File: src/rtl/tli_pkg.sv
// Package for the table linear interpolator: row and request types, state
// encodings, result status codes and the power-up table contents.
// No dependencies; the RTL files and the result checker import it.
package tli_pkg;

	// One stored row: an ascending key and three values in tenths.
	// val[0] is the first value, val[2] the third.
	typedef struct packed {
		logic [2:0][15:0] val;
		logic [15:0]      key;
	} row_t;

	// Operands handed to the shared interpolation unit for one value lane.
	typedef struct packed {
		logic [15:0] v1;     // value at the lower bracket row
		logic [15:0] dk;     // key minus lower bracket key
		logic [15:0] den;    // bracket key span, never zero
		logic [15:0] dv_mag; // magnitude of the value step
		logic        neg;    // value step is downward
	} lerp_req_t;

	typedef enum logic [2:0] {
		STAT_INTERP    = 3'd0,
		STAT_LOW       = 3'd1,
		STAT_HIGH      = 3'd2,
		STAT_NOBRACKET = 3'd3,
		STAT_LOADED    = 3'd4
	} status_t;

	typedef enum logic [2:0] {
		CS_CLEAR,
		CS_IDLE,
		CS_CHK_FIRST,
		CS_CHK_LAST,
		CS_SCAN,
		CS_LERP_GO,
		CS_LERP_WAIT,
		CS_DONE
	} core_state_t;

	typedef enum logic [1:0] {
		LS_IDLE,
		LS_MUL,
		LS_DIV,
		LS_DONE
	} lerp_state_t;

	localparam logic [1:0] LANE_FIRST = 2'd0;
	localparam logic [1:0] LANE_LAST  = 2'd2;
	localparam logic [3:0] DIV_LAST   = 4'd15;

	localparam logic [3:0] INIT_TABLES = 4'd3;
	localparam logic [5:0] INIT_ROWS   = 6'd3;

	localparam logic [15:0] INIT_KEYS [3][3] = '{
		'{16'd10000, 16'd10500, 16'd11000},
		'{16'd10000, 16'd10500, 16'd11000},
		'{16'd10000, 16'd12000, 16'd14000}
	};

	// Each entry lists the third, second, first value so that val[0] is the first.
	localparam logic [2:0][15:0] INIT_VALS [3][3] = '{
		'{{16'd36, 16'd166, 16'd825}, {16'd38, 16'd174, 16'd875},
		  {16'd40, 16'd182, 16'd926}},
		'{{16'd32, 16'd150, 16'd750}, {16'd34, 16'd158, 16'd800},
		  {16'd36, 16'd166, 16'd850}},
		'{{16'd50, 16'd250, 16'd450}, {16'd60, 16'd280, 16'd500},
		  {16'd70, 16'd320, 16'd550}}
	};

	// Power-up content of row r of table t; rows outside the built-in tables are zero.
	function automatic row_t init_row(input logic [3:0] t, input logic [5:0] r);
		row_t row;
		row = '0;
		if (t < INIT_TABLES && r < INIT_ROWS) begin
			row.key = INIT_KEYS[t[1:0]][r[1:0]];
			row.val = INIT_VALS[t[1:0]][r[1:0]];
		end
		return row;
	endfunction

endpackage

File: src/rtl/tli_row_mem.sv
// Row storage of the table linear interpolator: one write port and one
// registered read port. Depends on tli_pkg for the row type.
module tli_row_mem
	import tli_pkg::*;
#(
	parameter int DEPTH = 16,
	parameter int AW    = 4
) (
	input  logic          clk,
	input  logic          we,
	input  logic [AW-1:0] waddr,
	input  row_t          wdata,
	input  logic [AW-1:0] raddr,
	output row_t          rdata
);

	row_t mem [DEPTH];

	always_ff @(posedge clk) begin
		if (we) begin
			mem[waddr] <= wdata;
		end
	end

	always_ff @(posedge clk) begin
		rdata <= mem[raddr];
	end

endmodule

File: src/rtl/tli_lerp_unit.sv
// Shared interpolation unit: one 16x16 multiply, then a restoring divide one
// quotient bit per cycle, then the signed step added to v1. Depends on tli_pkg.
module tli_lerp_unit
	import tli_pkg::*;
(
	input  logic        clk,
	input  logic        arst_n,
	input  logic        start,
	input  lerp_req_t   req,
	output logic        done,
	output logic [15:0] result
);

	lerp_state_t state_q, state_d;
	lerp_req_t   req_q;
	logic [15:0] rem_q;
	logic [15:0] quo_q;
	logic [3:0]  cnt_q;
	logic [31:0] prod;
	logic [16:0] trial;
	logic        qbit;

	// The product is below den * 2^16, so the quotient fits in 16 bits.
	assign prod  = req_q.dk * req_q.dv_mag;
	assign trial = {rem_q, quo_q[15]};
	assign qbit  = (trial >= {1'b0, req_q.den});

	always_ff @(posedge clk or negedge arst_n) begin
		if (!arst_n) begin
			state_q <= LS_IDLE;
		end else begin
			state_q <= state_d;
		end
	end

	always_comb begin
		state_d = state_q;
		done    = 1'b0;
		result  = req_q.neg ? (req_q.v1 - quo_q) : (req_q.v1 + quo_q);
		unique case (state_q)
			LS_IDLE: begin
				if (start) state_d = LS_MUL;
			end
			LS_MUL: begin
				state_d = LS_DIV;
			end
			LS_DIV: begin
				if (cnt_q == DIV_LAST) state_d = LS_DONE;
			end
			LS_DONE: begin
				done    = 1'b1;
				state_d = LS_IDLE;
			end
			default: state_d = LS_IDLE;
		endcase
	end

	always_ff @(posedge clk) begin
		unique case (state_q)
			LS_IDLE: begin
				if (start) req_q <= req;
			end
			LS_MUL: begin
				rem_q <= prod[31:16];
				quo_q <= prod[15:0];
				cnt_q <= '0;
			end
			LS_DIV: begin
				rem_q <= qbit ? 16'(trial - {1'b0, req_q.den}) : trial[15:0];
				quo_q <= {quo_q[14:0], qbit};
				cnt_q <= cnt_q + 4'd1;
			end
			default: begin
			end
		endcase
	end

endmodule

File: src/rtl/table_linear_interpolator_core.sv
// Table linear interpolator, top level: sequencer, configuration register,
// output register. Uses tli_pkg, tli_row_mem and tli_lerp_unit.
// A load goes straight to the result; a query checks the low clamp, then the high clamp,
// then scans the rows in use for a bracket, and an interpolated query runs its three
// value lanes one after another through the shared multiply/divide unit.
// One word is worked on at a time; the next is taken in the cycle after the result enters
// the output register, so the shared divider sets the query rate.
// After reset a clearing pass writes the power-up tables into all TABLE_COUNT * MAX_ROWS
// rows of the row memory; no word is accepted until it ends.
module table_linear_interpolator_core
	import tli_pkg::*;
#(
	parameter int TABLE_COUNT = 4,
	parameter int MAX_ROWS    = 4
) (
	input  logic        clk,
	input  logic        arst_n,
	// Input words.
	input  logic        s_tvalid,
	output logic        s_tready,
	// tdata from bit 0: table_select[1:0], row_index[3:2], key_in[19:4],
	// value_a_in[35:20], value_b_in[51:36], value_c_in[67:52], zeros[71:68].
	input  logic [71:0] s_tdata,
	// tuser: mode[0] (0 load one row, 1 query).
	input  logic [0:0]  s_tuser,
	// Result words.
	output logic        m_tvalid,
	input  logic        m_tready,
	// tdata from bit 0: value_a_out[15:0], value_b_out[31:16], value_c_out[47:32].
	output logic [47:0] m_tdata,
	// tuser: result_status[2:0].
	output logic [2:0]  m_tuser,
	// rows_in_use register.
	input  logic        cfg_we,
	input  logic [2:0]  cfg_wdata
);

	localparam int DEPTH = TABLE_COUNT * MAX_ROWS;
	localparam int AW    = $clog2(DEPTH);
	localparam int TW    = (TABLE_COUNT > 1) ? $clog2(TABLE_COUNT) : 1;
	localparam int RW    = $clog2(MAX_ROWS);
	localparam logic [6:0] MAXR7 = 7'(MAX_ROWS);

	// Control state.
	core_state_t state_q, state_d;
	logic          m_valid_q, m_valid_d;
	logic [TW-1:0] clr_t_q, clr_t_d;
	logic [RW-1:0] clr_r_q, clr_r_d;
	logic [2:0]    rows_in_use_q;

	// Working registers of one query.
	logic [15:0]      key_q, key_d;
	logic [AW-1:0]    addr_q, addr_d;
	logic [AW-1:0]    last_q, last_d;
	row_t             prev_q, prev_d;
	row_t             cur_q, cur_d;
	logic [1:0]       lane_q, lane_d;
	logic [2:0][15:0] res_q, res_d;
	status_t          stat_q, stat_d;
	logic [2:0][15:0] out_q, out_d;
	status_t          out_stat_q, out_stat_d;

	// Memory and shared unit hookup.
	logic          mem_we;
	logic [AW-1:0] mem_waddr;
	row_t          mem_wdata;
	logic [AW-1:0] mem_raddr;
	row_t          rdata;
	logic          lerp_start;
	lerp_req_t     lerp_req;
	logic          lerp_done;
	logic [15:0]   lerp_result;

	// Input word fields.
	logic [1:0]    in_tsel;
	logic [1:0]    in_ridx;
	logic [15:0]   in_key;
	logic [2:0][15:0] in_vals;
	logic          ld_ok;
	logic [AW-1:0] ld_addr;
	logic [1:0]    q_tsel;
	logic [6:0]    n_sat;
	logic [AW-1:0] q_base;
	logic [AW-1:0] q_last;
	logic          hit;
	logic          clr_end;

	assign in_tsel = s_tdata[1:0];
	assign in_ridx = s_tdata[3:2];
	assign in_key  = s_tdata[19:4];
	assign in_vals = s_tdata[67:20];

	// A load outside the tables writes nothing; a query of an absent table reads table 0.
	assign ld_ok   = (32'(in_tsel) < TABLE_COUNT) && (32'(in_ridx) < MAX_ROWS);
	assign ld_addr = AW'(32'(in_tsel) * MAX_ROWS + 32'(in_ridx));
	assign q_tsel  = (32'(in_tsel) < TABLE_COUNT) ? in_tsel : 2'd0;

	// Rows in use, held to the range two through MAX_ROWS.
	always_comb begin
		n_sat = {4'd0, rows_in_use_q};
		if (n_sat < 7'd2) n_sat = 7'd2;
		if (n_sat > MAXR7) n_sat = MAXR7;
	end

	assign q_base = AW'(32'(q_tsel) * MAX_ROWS);
	assign q_last = AW'(32'(q_tsel) * MAX_ROWS + 32'(n_sat) - 32'd1);

	// The row just read brackets the key together with the row before it.
	assign hit     = (prev_q.key <= key_q) && (key_q <= rdata.key);
	assign clr_end = (clr_t_q == TW'(TABLE_COUNT - 1)) && (clr_r_q == RW'(MAX_ROWS - 1));

	assign s_tready = (state_q == CS_IDLE);
	assign m_tvalid = m_valid_q;
	assign m_tdata  = out_q;
	assign m_tuser  = out_stat_q;

	// Operands for the current value lane: lower row in prev_q, upper row in cur_q.
	always_comb begin
		logic [15:0] v1;
		logic [15:0] v2;
		v1              = prev_q.val[lane_q];
		v2              = cur_q.val[lane_q];
		lerp_req.v1     = v1;
		lerp_req.dk     = key_q - prev_q.key;
		lerp_req.den    = cur_q.key - prev_q.key;
		lerp_req.neg    = (v2 < v1);
		lerp_req.dv_mag = (v2 < v1) ? (v1 - v2) : (v2 - v1);
	end

	always_comb begin
		state_d    = state_q;
		m_valid_d  = m_valid_q && !m_tready;
		clr_t_d    = clr_t_q;
		clr_r_d    = clr_r_q;
		key_d      = key_q;
		addr_d     = addr_q;
		last_d     = last_q;
		prev_d     = prev_q;
		cur_d      = cur_q;
		lane_d     = lane_q;
		res_d      = res_q;
		stat_d     = stat_q;
		out_d      = out_q;
		out_stat_d = out_stat_q;
		mem_we     = 1'b0;
		mem_waddr  = AW'(32'(clr_t_q) * MAX_ROWS + 32'(clr_r_q));
		mem_wdata  = init_row(4'(clr_t_q), 6'(clr_r_q));
		mem_raddr  = addr_q;
		lerp_start = 1'b0;

		unique case (state_q)
			CS_CLEAR: begin
				// Write the power-up tables one row per cycle.
				mem_we = 1'b1;
				if (clr_r_q == RW'(MAX_ROWS - 1)) begin
					clr_r_d = '0;
					clr_t_d = clr_t_q + TW'(1);
				end else begin
					clr_r_d = clr_r_q + RW'(1);
				end
				if (clr_end) state_d = CS_IDLE;
			end
			CS_IDLE: begin
				if (s_tvalid) begin
					key_d = in_key;
					if (!s_tuser[0]) begin
						mem_we    = ld_ok;
						mem_waddr = ld_addr;
						mem_wdata = '{val: in_vals, key: in_key};
						res_d     = '0;
						stat_d    = STAT_LOADED;
						state_d   = CS_DONE;
					end else begin
						mem_raddr = q_base;
						addr_d    = q_base;
						last_d    = q_last;
						state_d   = CS_CHK_FIRST;
					end
				end
			end
			CS_CHK_FIRST: begin
				// The low clamp is checked first, so it wins over the high clamp.
				if (key_q <= rdata.key) begin
					res_d   = rdata.val;
					stat_d  = STAT_LOW;
					state_d = CS_DONE;
				end else begin
					prev_d    = rdata;
					mem_raddr = last_q;
					state_d   = CS_CHK_LAST;
				end
			end
			CS_CHK_LAST: begin
				if (key_q >= rdata.key) begin
					res_d   = rdata.val;
					stat_d  = STAT_HIGH;
					state_d = CS_DONE;
				end else begin
					addr_d    = addr_q + AW'(1);
					mem_raddr = addr_q + AW'(1);
					state_d   = CS_SCAN;
				end
			end
			CS_SCAN: begin
				if (hit) begin
					cur_d = rdata;
					if (rdata.key == prev_q.key) begin
						// Zero span: the lower row of the pair stands as the answer.
						res_d   = prev_q.val;
						stat_d  = STAT_INTERP;
						state_d = CS_DONE;
					end else begin
						lane_d  = LANE_FIRST;
						state_d = CS_LERP_GO;
					end
				end else if (addr_q == last_q) begin
					// Keys out of order: nothing brackets the key.
					res_d   = '0;
					stat_d  = STAT_NOBRACKET;
					state_d = CS_DONE;
				end else begin
					prev_d    = rdata;
					addr_d    = addr_q + AW'(1);
					mem_raddr = addr_q + AW'(1);
				end
			end
			CS_LERP_GO: begin
				lerp_start = 1'b1;
				state_d    = CS_LERP_WAIT;
			end
			CS_LERP_WAIT: begin
				if (lerp_done) begin
					res_d[lane_q] = lerp_result;
					if (lane_q == LANE_LAST) begin
						stat_d  = STAT_INTERP;
						state_d = CS_DONE;
					end else begin
						lane_d  = lane_q + 2'd1;
						state_d = CS_LERP_GO;
					end
				end
			end
			CS_DONE: begin
				// Hand the result to the output register once it is free.
				if (!m_valid_q || m_tready) begin
					m_valid_d  = 1'b1;
					out_d      = res_q;
					out_stat_d = stat_q;
					state_d    = CS_IDLE;
				end
			end
			default: state_d = CS_IDLE;
		endcase
	end

	always_ff @(posedge clk or negedge arst_n) begin
		if (!arst_n) begin
			state_q       <= CS_CLEAR;
			m_valid_q     <= 1'b0;
			clr_t_q       <= '0;
			clr_r_q       <= '0;
			rows_in_use_q <= 3'd3;
		end else begin
			state_q   <= state_d;
			m_valid_q <= m_valid_d;
			clr_t_q   <= clr_t_d;
			clr_r_q   <= clr_r_d;
			if (cfg_we) rows_in_use_q <= cfg_wdata;
		end
	end

	always_ff @(posedge clk) begin
		key_q      <= key_d;
		addr_q     <= addr_d;
		last_q     <= last_d;
		prev_q     <= prev_d;
		cur_q      <= cur_d;
		lane_q     <= lane_d;
		res_q      <= res_d;
		stat_q     <= stat_d;
		out_q      <= out_d;
		out_stat_q <= out_stat_d;
	end

	tli_row_mem #(
		.DEPTH(DEPTH),
		.AW   (AW)
	) u_row_mem (
		.clk  (clk),
		.we   (mem_we),
		.waddr(mem_waddr),
		.wdata(mem_wdata),
		.raddr(mem_raddr),
		.rdata(rdata)
	);

	tli_lerp_unit u_lerp (
		.clk   (clk),
		.arst_n(arst_n),
		.start (lerp_start),
		.req   (lerp_req),
		.done  (lerp_done),
		.result(lerp_result)
	);

	// The row memory is written only by the clearing pass or by an accepted load word.
	a_mem_write_src: assert property (@(posedge clk) disable iff (!arst_n)
		mem_we |-> (state_q == CS_CLEAR) || (s_tvalid && s_tready && !s_tuser[0]))
		else $error("row memory written outside clearing pass or load");

	// The scan never walks past the last row in use of the selected table.
	a_scan_bound: assert property (@(posedge clk) disable iff (!arst_n)
		(state_q == CS_SCAN) |-> (addr_q <= last_q))
		else $error("row scan passed the last row in use");

	// The shared unit finishes only while the sequencer waits for it.
	a_lerp_done_wait: assert property (@(posedge clk) disable iff (!arst_n)
		lerp_done |-> (state_q == CS_LERP_WAIT))
		else $error("interpolation result arrived with no lane pending");

	// Leaving the result state always presents a word at the output.
	a_done_presents: assert property (@(posedge clk) disable iff (!arst_n)
		(state_q == CS_DONE && state_d == CS_IDLE) |=> m_tvalid)
		else $error("result word lost on leaving the result state");

endmodule

File: config.mk
export PLATFORM = sky130hd
export DESIGN_NAME = table_linear_interpolator_core
export DESIGN_NICKNAME = d
export VERILOG_FILES = /design/src/rtl/tli_pkg.sv /design/src/rtl/tli_row_mem.sv /design/src/rtl/tli_lerp_unit.sv /design/src/rtl/table_linear_interpolator_core.sv
export SDC_FILE = /design/constraint.sdc
export NUM_CORES = 2
export LEC_CHECK = 0
export BUFFER_PORTS_ARGS = -buffer_cell sky130_fd_sc_hd__buf_4
export CORE_AREA = 2 2 488 490
export DETAILED_ROUTE_END_ITERATION = 7
export DIE_AREA = 0 0 490 492
export GPL_ROUTABILITY_DRIVEN = 0
export MAX_ROUTING_LAYER = met4
export PLACE_DENSITY = 0.55
export SYNTH_ARGS = -nofsm -noshare
export SYNTH_HDL_FRONTEND = slang
export SYNTH_SLANG_ARGS = --single-unit
File: constraint.sdc
create_clock -name clk -period 8.1 [get_ports clk]
set_input_delay 1.215 -clock clk [delete_from_list [all_inputs] [get_ports clk]]
set_output_delay 1.215 -clock clk [all_outputs]
set_load 0.1 [all_outputs]
# Word level (Yosys, flattened, before mapping)
# Memory sizes are Yosys's and may differ from the RTL's. A register that Yosys moved wholly into a read port is not among the register bits.
# Cells that the tools add are included.
# op_classes
n_bitwise	2
addsub	16
n_reduce_logical	27
eq_ne	34
muxes	95
magnitude_cmp	13
multipliers	1
# op_table
op	count
48-bit two-way mux	12
64-bit two-way mux	7
144-bit binary-select mux with 2-bit select	1
144-bit two-way mux	2
48-bit one-hot mux with 5 select lines	1
48-bit binary-select mux with 2-bit select	2
16-bit two-way mux	8
64-bit one-hot mux with 2 select lines	1
16-bit binary-select mux with 2-bit select	3
16-bit subtractor	6
16-bit one-hot mux with 2 select lines	2
3-bit two-way mux	19
48-bit bitwise mux	1
4-bit two-way mux	9
16-bit demux with 2-bit select	1
16-bit less-or-equal comparator	2
16-bit by 16-bit multiplier with 32-bit output	1
2-bit inequality test (second input constant)	15
3-bit one-hot mux with 8 select lines	1
2-bit two-way mux	10
17-bit by 16-bit greater-or-equal comparator with 1-bit output	1
16-bit adder	1
16-bit equality test	1
16-bit greater-or-equal comparator	1
other kinds (44)	80
# totals
memories	1
regBits	370
mem_bits_rw	1024
output_inout_bits	53
in_bits	81
# mem_list
name	words	width	read_ports	rd_clocked_by_memory_dff	write_ports	line_no	source
u_row_mem.mem	16	64	1	1	1	tli_row_mem.sv:17	row_t mem [DEPTH];

# Longest topological paths before layout
# logic_depth
depth_word	11
depth_mapped	25
mapped_depth_nobuf	24

# Hierarchy
# A second synthesis with hierarchy kept.
# unflattened
hier_cells	4564
area_unflattened_um2	69311.5
# modules_own_cells
module	area_each_um2	instances	seq_area_each_um2	cells_per_inst
tli_row_mem	39581.7	1	32030.7	1647
table_linear_interpolator_core	15661.3	1	7965.1	1447
tli_lerp_unit	14068.5	1	3083.0	1470

# Least setup slack after synthesis
# No wires, ideal clock.
# synth_timing
path_kind	register -> register
from	reg u_lerp.req_q[8] (netlist name)
to	reg u_lerp.rem_q[14], data pin
arrival_ns	5.856
setup_time_ns	0.270
n_path_buf	1
setup_slack_ns	1.974
path_stages_with_launch	22
synth_period_minus_slack_ns	6.126
cell_sequence	edfxtp_1 > clkbuf_1 > nand2_1 > fa_1 > fa_1 > inv_1 > fa_1 > fa_1 > fa_1 > inv_1 > fa_1 > inv_1 > ha_1 > a21o_1 > a21o_1 > a21o_1 > a21o_1 > a21o_1 > a31oi_1 > a31oi_1 > a2111oi_0 > o22ai_1
# synth_between
elab_chain_len	2
# synth_rtl
item	line_no	source
from (decl)	tli_lerp_unit.sv:15	lerp_req_t req_q;
from (signal assigned)	tli_lerp_unit.sv:61	if (start) req_q <= req;
16-bit by 16-bit multiplier with 32-bit output	tli_lerp_unit.sv:24	assign prod = req_q.dk * req_q.dv_mag;
16-bit one-hot mux with 2 select lines	tli_lerp_unit.sv:59	unique case (state_q)
to (signal assigned)	tli_lerp_unit.sv:64	rem_q <= prod[31:16];
to (signal assigned)	tli_lerp_unit.sv:69	rem_q <= qbit ? 16'(trial - {1'b0, req_q.den}) : trial[15:0];
to (decl)	tli_lerp_unit.sv:16	logic [15:0] rem_q;
# No other way between the ends.
# A chain may end at the register's enable or synchronous reset.

# Final worst setup path
# layout_timing
from	reg u_lerp.req_q[46] (netlist name)
to	reg u_lerp.rem_q[14], data pin
# Same word-level chain as after synthesis.

==> results.yml <==
outcome:
  status: "complete, but fails checks"
  violations: "design-rule violations"
logic_synthesis:
  synth-main-ff-cell: "edfxtp_1"
  synth_nets: 5410
  syn-cell-area_um2: 70470
  yosys_warnings: 0
  async_reset_ff_share_pct: 0.8916
  avgSynthCellArea_um2: 14.39
  yosysSeqAreaShare_pct: 61.13
  synth_seq_cells: 1458
  synth_top_family_by_area: "adder cells"
  synthXorXnorAreaFrac_pct: 1.429
  synth_cells: 4899
  synth_fa_ha_area_share_pct: 9.765
  synth_compound_area_share_pct: 8.794
  yosysUniqueCellTypes: 89
  synth_edf_count: 1381
  synth.mux.area_fraction_pct: 9.129
  yosys.area_share.simple_pct: 5.770
sta:
  tightest_slew_ps: 1280
  rsz0062_at_grt: "no"
  holdWs_ps: 323.9
  skew_ps: 58.76
  fmax_mhz: 142.0
  finalHoldViolCount: 0
  slew_headroom_pct: 13.74
  setup_ws_ps: 1056
  finalCritPeriodShare_pct: 86.97
  final_max_slew_viol_count: 0
  fin_setup_tns_ps: 0
  finalCriticalPeriod_ps: 7044
  setup_viol: 0
clock_network:
  clk_transition_reported_paths_ps: 60
  post-cts-setup-buffers: 0
  cts_tree: "done"
  clock_sinks: 1458
  worstSkewPairLatency_ps: 820
  htree_levels: 4
  clock-root-buffer: "clkbuf_16"
  ctsHoldBuffers: 0
  cts_buffer_depth: 3
  cts_resized: 0
  cts_made_buffers: 161
detailed_routing:
  postRouteAntennaNets: 0
  drt_wl_total_um: 198300
  vias: 41987
  drt_iter0_markers: 3924
  wire_per_inst_um: 23.77
  drc: 2
  drt_pass1_iterations: 8
  via_per_inst: 5.033
place:
  dpl-instance-area_um2: 75420
  post-dp-hpwl_um: 125700
  port_buffers: 129
  pre_cts_slack_ps: 1086
finish:
  nNetsFinal: 5554
  mostFrequentLayoutCell: "edfxtp_1"
  areaGrowthSynthToFinish_pct: 14.56
  layout_common_cells: "edfxtp_1 (1381), inv_1 (433), nand2_1 (314), mux2i_1 (267), ha_1 (229)"
  drive_gt1_share_pct: 13.86
  nFillCells: 22737
  finalInstanceArea_um2: 80730
setup_path:
  cp_slowest_cell: "edfxtp_1"
  path_cells: "nand2_1 -> fa_1 -> fa_1 -> inv_1 -> fa_1 -> fa_1 -> fa_1 -> inv_1 -> fa_1 -> inv_1 -> ha_1 -> a21o_1 -> a21oi_1 -> nand2b_1 -> a211oi_1 -> or3_1 -> a31oi_1 -> a2111oi_0 -> o22ai_1"
  end_kind: "flop"
  critPathMaxFanout: 16
  critical-path-max-stage-delay_ps: 970
  crit_arrival_ps: 7540
  path_class: "flop to flop"
  required_ps: 8600
  critPathMostFrequentCell: "fa_1"
  setup.worst_path.start_class: "flop"
die:
  ios: 134
  core_area_um2: 236300
  die_w_um: 490
  floorplan.initialDensity_pct: 29.83
  fp.dieH_um: 492
  rows: 179
  dieArea_um2: 241100
grt:
  grt_max_degree: 80
  grt_pass1_wl_um: 288300
  grt_usage_pct: 16.59
  antenna_found_initial: 25
  grt_pass1_vias: 42064
  globalRouteOverflowTotal: 0
min_path:
  min_path_type: "input port to async pin"
flow_run:
  drv_cap: 0
==> state kept, by name, indices dropped and copies added (netlist names) <==
register and flops:
state_q 3, clr_t_q 2, u_row_mem.mem 1024, lane_q 2, stat_q 3, key_q 16, clr_r_q 2, u_row_mem.rdata 64
m_tvalid 1, last_q 4, u_lerp.rem_q 16, cur_q 64, u_lerp.state_q 2, u_lerp.quo_q 16, m_tuser 3, rows_in_use_q 3
u_lerp.req_q 65, u_lerp.cnt_q 4, prev_q 64, m_tdata 48, addr_q 4, res_q 48
==> cells by family (layout without fill, tap and decap cells) <==
| family | count (synthesis) | after routing |
|---|---|---|
| flip-flops | 1458 | 1458 |
| multiplexers | 472 | 472 |
| adder cells (fa/ha/maj) | 430 | 430 |
| AO/OA/AOI/OAI | 883 | 883 |
| buffers and inverters | 681 | 954 |
| other | 0 | 4 |
| AND/OR/NAND/NOR | 860 | 860 |
| XOR/XNOR | 115 | 115 |
==> worst paths after layout <==
check                                 start                end  slack (ps)  depth (start not counted)
min                                  arst_n         clr_t_q[0]         320                          1
max in group asynchronous            arst_n  u_lerp.state_q[1]        7460                          1
max reg2reg                u_lerp.req_q[46]   u_lerp.rem_q[14]        1060                         19
max                        u_lerp.req_q[46]   u_lerp.rem_q[14]        1060                         19
min in group clk                  stat_q[1]         m_tuser[1]         420                          0
min reg2reg                       stat_q[1]         m_tuser[1]         420                          0
==> area by class of cell <==
class                      instances  area, um2  area share (%)
antenna                            4      10.01         0.01240
clock buffer                     220       4433           5.491
clock inverter                    72      872.1           1.080
inverter                         437       1640           2.032
multi-input combinational       2760      24890           30.82
sequential                      1458      43080           53.36
tap                             3167       3963           4.908
timing repair buffer             225       1852           2.294
==> Yosys cell counts, drive strengths merged (17+ instances only) <==
master	n	area, um2
and3	48	300.3
o31ai	17	127.6
a22oi	81	608.1
nand2	315	1182
nor2b	27	168.9
mux2i	267	2673
ha	230	2878
o21ai	128	644.4
mux4	129	2905
a211o	65	569.3
nand3	36	190.2
and2	125	782.0
nand4	20	125.1
mux2	76	855.8
nor3	54	270.3
nor2	180	678.2
a211oi	81	630.6
o211ai	76	570.6
a222oi	21	210.2
nand2b	17	106.4
fa	200	4004
xor2	49	429.2
a31oi	86	538.0
xnor2	66	578.1
edfxtp	1381	41470
inv	435	1633
a21oi	142	714.4
dfxtp	64	1281
a21o	50	375.4
o21a	32	240.2
clkbuf	176	660.6
buf	68	508.0
==> per-stage QoR <==
stage	utilization, %	std cells
after floorplan	-	4899
after global routing	34.17	8342
after CTS	34.16	8339
after detailed placement	31.92	8047
final	34.17	8343
after global placement	31.92	8047
==> metal layers <==
metal | share of wire, % | track usage, %
met5 | 0 | -
met4 | 2.8 | 5.100
met3 | 6.0 | 2.169
met2 | 48 | 26.77
met1 | 43 | 21.77
==> worst max-delay path, delay by kind of cell (launching register included) <==
| kind | cells | cell delay (ps) |
|---|---|---|
| buffers and inverters | 3 | 150 |
| AO/OA/AOI/OAI | 6 | 1720 |
| flip-flops | 1 | 970 |
| AND/OR/NAND/NOR | 3 | 510 |
| adder cells (fa/ha/maj) | 7 | 3390 |
Power is not shown: default switching activity piles up to over one toggle a cycle in this logic, so the estimate is an artifact.
